`config.mk`:
```
export PLATFORM = sky130hd
export DESIGN_NAME = selective_repeat_receiver
export DESIGN_NICKNAME = d
export VERILOG_FILES = /design/src/srr_pkg.sv /design/src/srr_ram.sv /design/src/srr_datapath.sv /design/src/srr_ctrl.sv /design/src/selective_repeat_receiver.sv
export SDC_FILE = /design/constraint.sdc
export NUM_CORES = 1
export LEC_CHECK = 0
export BUFFER_PORTS_ARGS = -buffer_cell sky130_fd_sc_hd__buf_4
export CAP_MARGIN = 10
export CORE_ASPECT_RATIO = 0.6
export CORE_MARGIN = 10
export CORE_UTILIZATION = 55
export DETAILED_ROUTE_END_ITERATION = 8
export GPL_TIMING_DRIVEN = 1
export PLACE_DENSITY = 0.72
export SYNTH_ARGS = -nofsm -noshare
export SYNTH_HDL_FRONTEND = slang
export SYNTH_SLANG_ARGS = --single-unit
```
`constraint.sdc`:
```
create_clock -name i_clk -period 16.8 [get_ports i_clk]
set_clock_uncertainty 0.2 [all_clocks]
set_input_delay 0.84 -clock i_clk [delete_from_list [all_inputs] [get_ports i_clk]]
set_output_delay 0.84 -clock i_clk [all_outputs]
set_load 0.01 [all_outputs]
```
`src/srr_pkg.sv`:
```
// Shared types, constants and helpers for the selective-repeat receiver.
package srr_pkg;

    localparam int WINDOW_DEPTH = 32;
    localparam int MAX_WINDOW   = 32;
    localparam int WIN_CAP      = (WINDOW_DEPTH < MAX_WINDOW) ? WINDOW_DEPTH : MAX_WINDOW;
    localparam int CFG_W        = 6;
    localparam int W_W          = $clog2(WIN_CAP + 1);
    localparam int IDX_W        = (WINDOW_DEPTH > 1) ? $clog2(WINDOW_DEPTH) : 1;
    localparam int SEQ_W        = 32;
    localparam int TAG_W        = 16;
    localparam int CNT_W        = $clog2(SEQ_W);
    localparam int SLOT_W       = TAG_W + 1;

    typedef enum logic [1:0] {
        KIND_DELIVER = 2'd0,
        KIND_SREJ    = 2'd1,
        KIND_DUP     = 2'd2
    } t_kind;

    typedef enum logic [1:0] {
        MODE_INORDER   = 2'd0,
        MODE_BUFFERING = 2'd1,
        MODE_FLUSHING  = 2'd2
    } t_rx_mode;

    typedef enum logic [1:0] {
        SRC_DUP  = 2'd0,
        SRC_ITEM = 2'd1,
        SRC_SREJ = 2'd2,
        SRC_SLOT = 2'd3
    } t_emit_src;

    typedef struct packed {
        logic [SEQ_W-1:0] seq_number;
        logic             checksum_ok;
        logic             is_last;
        logic [TAG_W-1:0] payload_tag;
    } t_srr_in;

    typedef struct packed {
        logic [1:0]       kind;
        logic [SEQ_W-1:0] ack_number;
        logic [TAG_W-1:0] deliver_tag;
        logic             transfer_done;
        logic             last_of_run;
    } t_srr_out;

    typedef struct packed {
        logic      load_item;
        logic      emit;
        t_emit_src emit_src;
        logic      emit_lor;
        logic      exp_from_item;
        logic      exp_inc;
        logic      set_finished;
        logic      high_from_item;
        logic      store;
        logic      clear_slot;
        logic      mode_we;
        t_rx_mode  mode_val;
        logic      iter_clr;
        logic      mod_start;
        logic      mod_step;
    } t_srr_cmd;

    typedef struct packed {
        logic ignore;
        logic is_old;
        logic beyond;
        logic is_exp;
        logic item_last;
        logic mode_inorder;
        logic mode_buffering;
        logic next_le_high;
        logic exp_le_high;
        logic exp1_le_high;
        logic iter_lt_w;
        logic iter1_lt_w;
        logic slot_hit;
        logic slot_last;
        logic out_free;
        logic mod_stale;
        logic mod_last;
    } t_srr_stat;

    // Clamp the programmed window size into 1..WIN_CAP.
    function automatic logic [W_W-1:0] eff_window(input logic [CFG_W-1:0] v);
        logic [CFG_W-1:0] w;
        w = v;
        if (w == '0) w = CFG_W'(1);
        if (w > CFG_W'(WIN_CAP)) w = CFG_W'(WIN_CAP);
        return W_W'(w);
    endfunction

endpackage

```
`src/srr_ram.sv`:
```
// Generic single-write, single-read RAM with registered read data.
module srr_ram #(
    parameter int WIDTH = 8,
    parameter int DEPTH = 32
) (
    input  logic                              i_clk,
    input  logic                              i_we,
    input  logic [$clog2(DEPTH > 1 ? DEPTH : 2)-1:0] i_waddr,
    input  logic [WIDTH-1:0]                  i_wdata,
    input  logic [$clog2(DEPTH > 1 ? DEPTH : 2)-1:0] i_raddr,
    output logic [WIDTH-1:0]                  o_rdata
);

    logic [WIDTH-1:0] r_mem [DEPTH];

    always_ff @(posedge i_clk) begin
        if (i_we) begin
            r_mem[i_waddr] <= i_wdata;
        end
        o_rdata <= r_mem[i_raddr];
    end

endmodule

```
`src/srr_datapath.sv`:
```
// Receiver datapath: sequence state, reorder window, remainder unit and result register.
module srr_datapath (
    input  logic               i_clk,
    input  logic               i_rst_n,
    input  srr_pkg::t_srr_cmd  i_cmd,
    output srr_pkg::t_srr_stat o_stat,
    input  srr_pkg::t_srr_in   i_item,
    input  logic               i_cfg_we,
    input  logic [5:0]         i_cfg_data,
    input  logic               i_out_stall,
    output logic               o_out_valid,
    output srr_pkg::t_srr_out  o_result
);
    import srr_pkg::*;

    t_srr_in           r_item;
    logic [SEQ_W-1:0]  r_exp, n_exp;
    logic [SEQ_W-1:0]  r_high;
    t_rx_mode          r_mode;
    logic              r_finished;
    logic [W_W-1:0]    r_win;
    logic              r_stale;
    logic [W_W-1:0]    r_exp_mod, n_exp_mod;
    logic [CNT_W-1:0]  r_mod_cnt;
    logic [W_W:0]      r_iter;
    logic [WINDOW_DEPTH-1:0] r_valid;
    logic              r_out_valid;
    t_srr_out          r_out, n_out;

    logic [SEQ_W-1:0]  seq_p1, exp_p1, diff;
    logic [W_W:0]      inc_mod, slot_sum, slot_fix, mod_shift;
    logic [IDX_W-1:0]  exp_idx, store_idx;
    logic [SLOT_W-1:0] ram_rdata;
    logic              out_free;

    assign seq_p1  = r_item.seq_number + SEQ_W'(1);
    assign exp_p1  = r_exp + SEQ_W'(1);
    assign diff    = r_item.seq_number - r_exp;
    assign exp_idx = IDX_W'(r_exp_mod);
    assign out_free = !r_out_valid || !i_out_stall;

    // Slot of an item ahead of expected: (exp mod w) + diff, less w if it reaches w; diff below w.
    assign slot_sum  = {1'b0, r_exp_mod} + (W_W+1)'(diff[W_W-1:0]);
    assign slot_fix  = (slot_sum >= {1'b0, r_win}) ? slot_sum - {1'b0, r_win} : slot_sum;
    assign store_idx = IDX_W'(slot_fix);

    assign inc_mod   = {1'b0, r_exp_mod} + (W_W+1)'(1);
    // One remainder digit per cycle, MSB first.
    assign mod_shift = {r_exp_mod, r_exp[r_mod_cnt]};

    always_comb begin
        n_exp     = r_exp;
        n_exp_mod = r_exp_mod;
        if (i_cmd.exp_from_item || i_cmd.exp_inc) begin
            n_exp = exp_p1;
            if (r_exp == '1 || inc_mod == {1'b0, r_win}) begin
                n_exp_mod = '0;
            end else begin
                n_exp_mod = W_W'(inc_mod);
            end
        end else if (i_cmd.mod_start) begin
            n_exp_mod = '0;
        end else if (i_cmd.mod_step) begin
            if (mod_shift >= {1'b0, r_win}) begin
                n_exp_mod = W_W'(mod_shift - {1'b0, r_win});
            end else begin
                n_exp_mod = W_W'(mod_shift);
            end
        end
    end

    always_comb begin
        n_out = '0;
        case (i_cmd.emit_src)
            SRC_DUP: begin
                n_out.kind       = KIND_DUP;
                n_out.ack_number = r_exp - SEQ_W'(1);
            end
            SRC_ITEM: begin
                n_out.kind          = KIND_DELIVER;
                n_out.ack_number    = r_item.seq_number;
                n_out.deliver_tag   = r_item.payload_tag;
                n_out.transfer_done = r_item.is_last;
            end
            SRC_SREJ: begin
                n_out.kind       = KIND_SREJ;
                n_out.ack_number = r_exp;
            end
            SRC_SLOT: begin
                n_out.kind          = KIND_DELIVER;
                n_out.ack_number    = r_exp;
                n_out.deliver_tag   = ram_rdata[TAG_W-1:0];
                n_out.transfer_done = ram_rdata[TAG_W];
            end
            default: begin
                n_out = '0;
            end
        endcase
        n_out.last_of_run = i_cmd.emit_lor;
    end

    srr_ram #(
        .WIDTH (SLOT_W),
        .DEPTH (WINDOW_DEPTH)
    ) u_slot_ram (
        .i_clk   (i_clk),
        .i_we    (i_cmd.store),
        .i_waddr (store_idx),
        .i_wdata ({r_item.is_last, r_item.payload_tag}),
        .i_raddr (exp_idx),
        .o_rdata (ram_rdata)
    );

    always_ff @(posedge i_clk) begin
        if (i_cmd.load_item) begin
            r_item <= i_item;
        end
        if (i_cmd.emit) begin
            r_out <= n_out;
        end
    end

    always_ff @(posedge i_clk) begin
        if (!i_rst_n) begin
            r_exp       <= '0;
            r_high      <= '0;
            r_mode      <= MODE_INORDER;
            r_finished  <= 1'b0;
            r_win       <= W_W'(WIN_CAP);
            r_stale     <= 1'b0;
            r_exp_mod   <= '0;
            r_mod_cnt   <= '0;
            r_iter      <= '0;
            r_valid     <= '0;
            r_out_valid <= 1'b0;
        end else begin
            r_exp     <= n_exp;
            r_exp_mod <= n_exp_mod;
            if (i_cfg_we) begin
                r_win   <= eff_window(i_cfg_data);
                r_stale <= 1'b1;
            end else if (i_cmd.mod_step && r_mod_cnt == '0) begin
                r_stale <= 1'b0;
            end
            if (i_cmd.mod_start) begin
                r_mod_cnt <= CNT_W'(SEQ_W - 1);
            end else if (i_cmd.mod_step) begin
                r_mod_cnt <= r_mod_cnt - CNT_W'(1);
            end
            if (i_cmd.iter_clr) begin
                r_iter <= '0;
            end else if (i_cmd.exp_inc) begin
                r_iter <= r_iter + (W_W+1)'(1);
            end
            if (i_cmd.set_finished) begin
                r_finished <= 1'b1;
            end
            if (i_cmd.mode_we) begin
                r_mode <= i_cmd.mode_val;
            end
            if (i_cmd.high_from_item) begin
                r_high <= r_item.seq_number;
            end else if (i_cmd.store && r_item.seq_number > r_high) begin
                r_high <= r_item.seq_number;
            end
            if (i_cmd.store) begin
                r_valid[store_idx] <= 1'b1;
            end else if (i_cmd.clear_slot) begin
                r_valid[exp_idx] <= 1'b0;
            end
            if (i_cmd.emit) begin
                r_out_valid <= 1'b1;
            end else if (!i_out_stall) begin
                r_out_valid <= 1'b0;
            end
        end
    end

    always_comb begin
        o_stat.ignore         = r_finished || !r_item.checksum_ok;
        o_stat.is_old         = r_item.seq_number < r_exp;
        o_stat.beyond         = diff >= SEQ_W'(r_win);
        o_stat.is_exp         = r_item.seq_number == r_exp;
        o_stat.item_last      = r_item.is_last;
        o_stat.mode_inorder   = r_mode == MODE_INORDER;
        o_stat.mode_buffering = r_mode == MODE_BUFFERING;
        o_stat.next_le_high   = seq_p1 <= r_high;
        o_stat.exp_le_high    = r_exp <= r_high;
        o_stat.exp1_le_high   = exp_p1 <= r_high;
        o_stat.iter_lt_w      = r_iter < {1'b0, r_win};
        o_stat.iter1_lt_w     = (r_iter + (W_W+1)'(1)) < {1'b0, r_win};
        o_stat.slot_hit       = r_valid[exp_idx];
        o_stat.slot_last      = ram_rdata[TAG_W];
        o_stat.out_free       = out_free;
        o_stat.mod_stale      = r_stale;
        o_stat.mod_last       = r_mod_cnt == '0;
    end

    assign o_out_valid = r_out_valid;
    assign o_result    = r_out;

endmodule

```
`src/srr_ctrl.sv`:
```
// Receiver controller: sequences classify, store, flush and remainder rebuild.
module srr_ctrl (
    input  logic               i_clk,
    input  logic               i_rst_n,
    input  logic               i_in_valid,
    input  srr_pkg::t_srr_stat i_stat,
    output srr_pkg::t_srr_cmd  o_cmd,
    output logic               o_in_stall
);
    import srr_pkg::*;

    typedef enum logic [4:0] {
        ST_IDLE   = 5'b00001,
        ST_MOD    = 5'b00010,
        ST_EVAL   = 5'b00100,
        ST_FL_RD  = 5'b01000,
        ST_FL_CHK = 5'b10000
    } t_state;

    t_state r_state, n_state;

    always_comb begin
        n_state = r_state;
        o_cmd   = '0;
        case (r_state)
            ST_IDLE: begin
                if (i_in_valid) begin
                    o_cmd.load_item = 1'b1;
                    if (i_stat.mod_stale) begin
                        o_cmd.mod_start = 1'b1;
                        n_state = ST_MOD;
                    end else begin
                        n_state = ST_EVAL;
                    end
                end
            end
            ST_MOD: begin
                o_cmd.mod_step = 1'b1;
                if (i_stat.mod_last) begin
                    n_state = ST_EVAL;
                end
            end
            ST_EVAL: begin
                if (i_stat.ignore) begin
                    n_state = ST_IDLE;
                end else if (i_stat.is_old) begin
                    if (i_stat.out_free) begin
                        o_cmd.emit     = 1'b1;
                        o_cmd.emit_src = SRC_DUP;
                        o_cmd.emit_lor = 1'b1;
                        n_state = ST_IDLE;
                    end
                end else if (i_stat.beyond) begin
                    n_state = ST_IDLE;
                end else if (i_stat.is_exp) begin
                    if (i_stat.out_free) begin
                        o_cmd.emit          = 1'b1;
                        o_cmd.emit_src      = SRC_ITEM;
                        o_cmd.exp_from_item = 1'b1;
                        n_state = ST_IDLE;
                        if (i_stat.item_last) begin
                            o_cmd.set_finished = 1'b1;
                            o_cmd.emit_lor     = 1'b1;
                        end else if (i_stat.mode_inorder) begin
                            o_cmd.high_from_item = 1'b1;
                            o_cmd.emit_lor       = 1'b1;
                        end else if (i_stat.next_le_high) begin
                            // gap filled with entries parked behind it: flush
                            o_cmd.mode_we  = 1'b1;
                            o_cmd.mode_val = MODE_FLUSHING;
                            o_cmd.iter_clr = 1'b1;
                            n_state = ST_FL_RD;
                        end else begin
                            o_cmd.mode_we  = 1'b1;
                            o_cmd.mode_val = MODE_INORDER;
                            o_cmd.emit_lor = 1'b1;
                        end
                    end
                end else if (i_stat.mode_buffering) begin
                    o_cmd.store = 1'b1;
                    n_state = ST_IDLE;
                end else if (i_stat.out_free) begin
                    // first packet past a gap: park it and request the missing one
                    o_cmd.store    = 1'b1;
                    o_cmd.emit     = 1'b1;
                    o_cmd.emit_src = SRC_SREJ;
                    o_cmd.emit_lor = 1'b1;
                    o_cmd.mode_we  = 1'b1;
                    o_cmd.mode_val = MODE_BUFFERING;
                    n_state = ST_IDLE;
                end
            end
            ST_FL_RD: begin
                if (i_stat.exp_le_high && i_stat.iter_lt_w) begin
                    n_state = ST_FL_CHK;
                end else begin
                    o_cmd.mode_we  = 1'b1;
                    o_cmd.mode_val = i_stat.exp_le_high ? MODE_BUFFERING : MODE_INORDER;
                    n_state = ST_IDLE;
                end
            end
            ST_FL_CHK: begin
                if (i_stat.out_free) begin
                    o_cmd.emit = 1'b1;
                    if (i_stat.slot_hit) begin
                        o_cmd.emit_src   = SRC_SLOT;
                        o_cmd.clear_slot = 1'b1;
                        o_cmd.exp_inc    = 1'b1;
                        if (i_stat.slot_last) begin
                            o_cmd.set_finished = 1'b1;
                            o_cmd.emit_lor     = 1'b1;
                            n_state = ST_IDLE;
                        end else if (i_stat.exp1_le_high && i_stat.iter1_lt_w) begin
                            n_state = ST_FL_RD;
                        end else begin
                            // flush bound or end of parked range
                            o_cmd.emit_lor = 1'b1;
                            o_cmd.mode_we  = 1'b1;
                            o_cmd.mode_val = i_stat.exp1_le_high ? MODE_BUFFERING
                                                                 : MODE_INORDER;
                            n_state = ST_IDLE;
                        end
                    end else begin
                        o_cmd.emit_src = SRC_SREJ;
                        o_cmd.emit_lor = 1'b1;
                        o_cmd.mode_we  = 1'b1;
                        o_cmd.mode_val = MODE_BUFFERING;
                        n_state = ST_IDLE;
                    end
                end
            end
            default: begin
                n_state = ST_IDLE;
            end
        endcase
    end

    always_ff @(posedge i_clk) begin
        if (!i_rst_n) begin
            r_state <= ST_IDLE;
        end else begin
            r_state <= n_state;
        end
    end

    assign o_in_stall = r_state != ST_IDLE;

endmodule

```
`src/selective_repeat_receiver.sv`:
```
// Top level of the selective-repeat receiver: controller plus datapath.
//
//   channel   direction  handshake                   payload
//   in        input      i_in_valid / o_in_stall     i_in_item  (t_srr_in)
//   out       output     o_out_valid / i_out_stall   o_result   (t_srr_out)
//   cfg       input      i_cfg_we                    i_cfg_data (window size)
//
// A packet is accepted, then classified and answered once the result register
// is free. Filling a gap walks each flushed entry through a window RAM read,
// then a check and delivery. The first packet after a window size write waits
// while a bit-serial remainder rebuilds the expected slot index.
// Reset is synchronous, active low; the valid bits clear at once, no sweep.
// One result waits in the output register; a stalled output holds the block.
module selective_repeat_receiver (
    input  logic              i_clk,
    input  logic              i_rst_n,
    input  logic              i_in_valid,
    output logic              o_in_stall,
    input  srr_pkg::t_srr_in  i_in_item,
    output logic              o_out_valid,
    input  logic              i_out_stall,
    output srr_pkg::t_srr_out o_result,
    input  logic              i_cfg_we,
    input  logic [5:0]        i_cfg_data
);
    import srr_pkg::*;

    t_srr_cmd  cmd;
    t_srr_stat stat;

    srr_ctrl u_ctrl (
        .i_clk      (i_clk),
        .i_rst_n    (i_rst_n),
        .i_in_valid (i_in_valid),
        .i_stat     (stat),
        .o_cmd      (cmd),
        .o_in_stall (o_in_stall)
    );

    srr_datapath u_datapath (
        .i_clk       (i_clk),
        .i_rst_n     (i_rst_n),
        .i_cmd       (cmd),
        .o_stat      (stat),
        .i_item      (i_in_item),
        .i_cfg_we    (i_cfg_we),
        .i_cfg_data  (i_cfg_data),
        .i_out_stall (i_out_stall),
        .o_out_valid (o_out_valid),
        .o_result    (o_result)
    );

endmodule

```
==> flow_summary.toml <==
[run_status]
outcome = "completed"

[worst_setup_path]
worst_setup_path_start_kind = "flip-flop"
timing.setup.critical_path_class = "flip-flop to flip-flop"
startpoint = "u_datapath.r_exp[2]"
worst_setup_path_end_kind = "flip-flop"
arrival_time_at_the_worst_endpoint_ns = 7.20
destination_of_the_critical_timing_path = "u_datapath.u_slot_ram.r_mem[8][16]"
worst-r2r-cell-count = 17
regToRegSetupSlack_ns = 9.66
worstPathRequired_ns = 16.86
worst_r2r_endpoint = "u_datapath.u_slot_ram.r_mem[8][16]"
worst_path_fanout_max = 18
reg2reg_from = "u_datapath.r_exp[2]"

[run]
max-cap-violations = 0

[drt]
wl_mm = 114.9
drc_errors = 0
routed_wire_length_per_instance_um = 29.18
post_drt_via_cell_ratio = 6.647
dr.pass1.iters = 6
routed-via-count = 26180
detailedRoute.firstIterationViolations = 3887
detail-route-antenna-nets = 0

[sta]
final.min_clock_period_ns = 7.142
fmax_mhz = 140.0
slew-limit-headroom_pct = 13.40
holdWs_ns = 0.1648
report.final.setup_viol = 0
rsz0062_at_grt = "no"
final.setup.tns_ns = 0
worst_slew_pin_slew_ns = 1.287
fin_crit_sh_pct = 42.51
final-hold-violation-count = 0
final_max_slew_viol_count = 0

[logic_synthesis]
synth_largest_area_cell = "sky130_fd_sc_hd__edfxtp_1"
netlist_area_um2 = 38620
yosys.area_share.xor_xnor_pct = 2.812
post_synth.cell_area_avg_um2 = 13.54
synth_fp_nets = 3122
seq_cells_post_synth = 793
largest_family_of_logic_cells_by_synthesized_area = "multiplexers"
synthesis.instances = 2853
synth_flop_cell = "sky130_fd_sc_hd__edfxtp_1"
post_synth_mux_area_share_pct = 10.55
synth-simple-area-share_pct = 9.311
compound_gate_portion_of_the_synthesized_area_pct = 10.11
synth-seq-area-share_pct = 57.85
top_area_cells_in_the_synthesized_netlist = "sky130_fd_sc_hd__edfxtp_1 50%, sky130_fd_sc_hd__mux4_2 9.0%, sky130_fd_sc_hd__dfxtp_1 7.6%"
async_flop_share_pct = 0
ys_types = 88
number_of_enable_type_register_cells_in_the_synthesized_netlist = 646
synth_fa_ha_area_share_pct = 6.816
yosysWarnings = 0
yosys.area.top_type_share_pct = 50.23

[grt]
grt_first_pass_wirelength_mm = 167.6
antenna_found_initial = 3
via_count_of_the_first_global_routing_pass = 24910
global_route.usage.total_pct = 27.73
grt_max_degree = 122
grt_total_ovfl = 0

[layout]
area_of_the_multi_input_gates_um2 = 15330
post-route-cell-area_um2 = 42990
seq_area_um2 = 22350
syn2layout_area_growth_pct = 11.31
drive_above_1_share_pct = 16.76
finalNonFillerCells = 3938
antennaDiodeCount = 0
nets_finish = 3220
fillCellCount = 5203

[pwr]
vdd_ir_drop_max_v = 0.00007545
p_clk_share_pct = 38.2
power.combinational.fraction_pct = 13.0
power_density_nw_per_um2 = 108.2
total_net_switching_power_w = 0.001248
swShare_pct = 26.82
seq_power_share_pct = 48.8
power_leakage_nw = 14.83
internal-power_w = 0.003404

[placement]
globalplace.congestion = 0.9767
numPortBuffers = 114
dp_hpwl_mm = 79.46
placed_cell_area_um2 = 40430
dpl.cell_count = 3798

[clocking]
ctsResizeCount = 0
clk_pin_slew_worst_paths_ns = 0.07
worst_skew_pair.late_latency_ns = 0.65
cts_root_buffer = "sky130_fd_sc_hd__clkbuf_16"
clock_tree_from_tritoncts = "done"
number_of_cts_inserted_buffers = 75
htree_num_levels = 3
quantity_of_hold_fixing_buffers_added_after_cts = 0
clock_sink_count = 793
cts_setup_buffers = 0
clock_path_buffers = 3

[floorplan]
initial_utilization_pct = 55.39
floorplan.die.height_um = 225.3
rows = 75
die_area_um2 = 81570
die_w_um = 362.1
core-area_um2 = 69720
ios = 115

[worst_hold_path]
min-delay-path-class = "input port to flip-flop"
[worst max-delay path, cell delays in order (launching register included)]
cell and delay [ns]:
sky130_fd_sc_hd__dfxtp_1 0.52, sky130_fd_sc_hd__inv_1 0.19, sky130_fd_sc_hd__ha_1 0.41, sky130_fd_sc_hd__nor2_1 0.07, sky130_fd_sc_hd__a211oi_1 0.69, sky130_fd_sc_hd__nor2_1 0.16, sky130_fd_sc_hd__xnor2_1 0.20, sky130_fd_sc_hd__ha_1 0.23
sky130_fd_sc_hd__a211oi_1 0.19, sky130_fd_sc_hd__o211ai_1 0.15, sky130_fd_sc_hd__a211o_1 0.28, sky130_fd_sc_hd__or4_1 0.52, sky130_fd_sc_hd__a2111oi_0 0.41, sky130_fd_sc_hd__and4b_1 0.26, sky130_fd_sc_hd__and2_1 0.34, sky130_fd_sc_hd__nand2b_4 0.17
sky130_fd_sc_hd__or4_1 0.85, sky130_fd_sc_hd__nor2_2 0.91
[layout by cell type, fill, tap and decap left out, types with 33 or more instances in the layout]
cell type,synthesis,layout
sky130_fd_sc_hd__a21o_1,47,47
sky130_fd_sc_hd__a21oi_1,136,136
sky130_fd_sc_hd__a22oi_1,74,74
sky130_fd_sc_hd__buf_4,1,151
sky130_fd_sc_hd__clkbuf_16,0,76
sky130_fd_sc_hd__dfxtp_1,147,145
sky130_fd_sc_hd__edfxtp_1,646,646
sky130_fd_sc_hd__ha_1,204,204
sky130_fd_sc_hd__inv_1,107,106
sky130_fd_sc_hd__mux2i_1,54,54
sky130_fd_sc_hd__mux4_2,154,154
sky130_fd_sc_hd__nand2_1,160,159
sky130_fd_sc_hd__nand3_1,65,65
sky130_fd_sc_hd__nand4_1,62,62
sky130_fd_sc_hd__nor2_1,162,159
sky130_fd_sc_hd__nor2_2,32,33
sky130_fd_sc_hd__nor3_1,42,41
sky130_fd_sc_hd__o21ai_0,107,107
sky130_fd_sc_hd__xnor2_1,95,95
[state kept, by name, indices dropped and copies added (netlist names)]
register	count
u_ctrl.r_state	5
u_datapath.o_out_valid	1
u_datapath.o_result	52
u_datapath.o_stat	1
u_datapath.r_exp	32
u_datapath.r_exp_mod	6
u_datapath.r_finished	1
u_datapath.r_high	32
u_datapath.r_item	49
u_datapath.r_iter	7
u_datapath.r_mod_cnt	5
u_datapath.r_mode	2
u_datapath.r_stale	1
u_datapath.r_valid	32
u_datapath.r_win	6
u_datapath.u_slot_ram.o_rdata	17
u_datapath.u_slot_ram.r_mem	544
[logic make-up (layout without fill, tap and decap cells)]
family          Yosys count  in the layout
compound gates          567            567
fa+ha+maj               208            208
buf+inv                 242            403
xor+xnor                124            124
flops                   793            793
mux                     214            214
simple gates            705            705
[cells in the mapped netlist (all sizes together), types with 12 or more instances]
library cell,instances
nand2b,24
mux2i,54
dfxtp,147
a22o,18
ha,204
edfxtp,646
buf,49
nand3,65
inv,108
or3,25
nor2b,20
nand4,62
nor2,194
o21ai,112
o211ai,20
nor3,45
xor2,29
or4,12
nor4,18
mux4,154
a211oi,16
o21a,16
xnor2,95
clkbuf,83
a21o,47
and3,33
o221a,32
nand2,160
a21oi,140
a22oi,74
[worst min-delay path by stage]
stage | end | start | cells past startpoint | slack [ns]
after floorplan | u_datapath.r_finished | u_datapath.r_finished | 2 | 0.26
after global placement | u_datapath.r_high[4] | u_datapath.r_high[4] | 2 | 0.27
after detailed placement | u_datapath.r_high[29] | u_datapath.r_high[29] | 2 | 0.28
after CTS | u_datapath.r_item[5] | i_in_item[5] | 1 | 0.13
after global routing | u_datapath.r_item[5] | i_in_item[5] | 1 | 0.14
final | u_datapath.r_item[5] | i_in_item[5] | 1 | 0.16
[through the flow]
stage	worst slack, ns	power, W	utilization [%]
floorplan	10.52	0.002645	-
global placement	10.21	0.002869	57.98
detailed placement	9.794	0.002888	57.98
CTS	9.779	0.004646	61.65
global route	9.405	0.004783	61.65
finish	9.658	0.004652	61.65
[layer usage]
layer / track usage [%] / part of all wire, % / wire length (um) / vias up
met5: 0 / 0.019 / 22 / -
met3: 11.86 / 16 / 18380 / 175
met4: 5.991 / 1.9 / 2218 / 4
li1: - / - / - / 11300
met2: 35.54 / 39 / 44560 / 1621
met1: 42.54 / 43 / 49740 / 13070
[final cells by class]
cell class,instances,area share [%]
multi-input cells,1818,35.67
repair buffers,153,2.730
clock buffers,107,4.928
well taps,924,2.689
flip-flops and latches,793,51.99
inverters,110,0.9605
clock inverters,33,1.030
[power by group through the flow]
| stage | registers (W) | clock network, W | logic (W) |
|---|---|---|---|
| after floorplan | 0.00231 | 0 | 0.000331 |
| after global placement | 0.00231 | 0 | 0.000560 |
| after detailed placement | 0.00231 | 0 | 0.000578 |
| after CTS | 0.00227 | 0.00180 | 0.000582 |
| after global routing | 0.00227 | 0.00187 | 0.000643 |
| final | 0.00227 | 0.00178 | 0.000603 |
No activity file was read; power rests on OpenSTA's default activity.
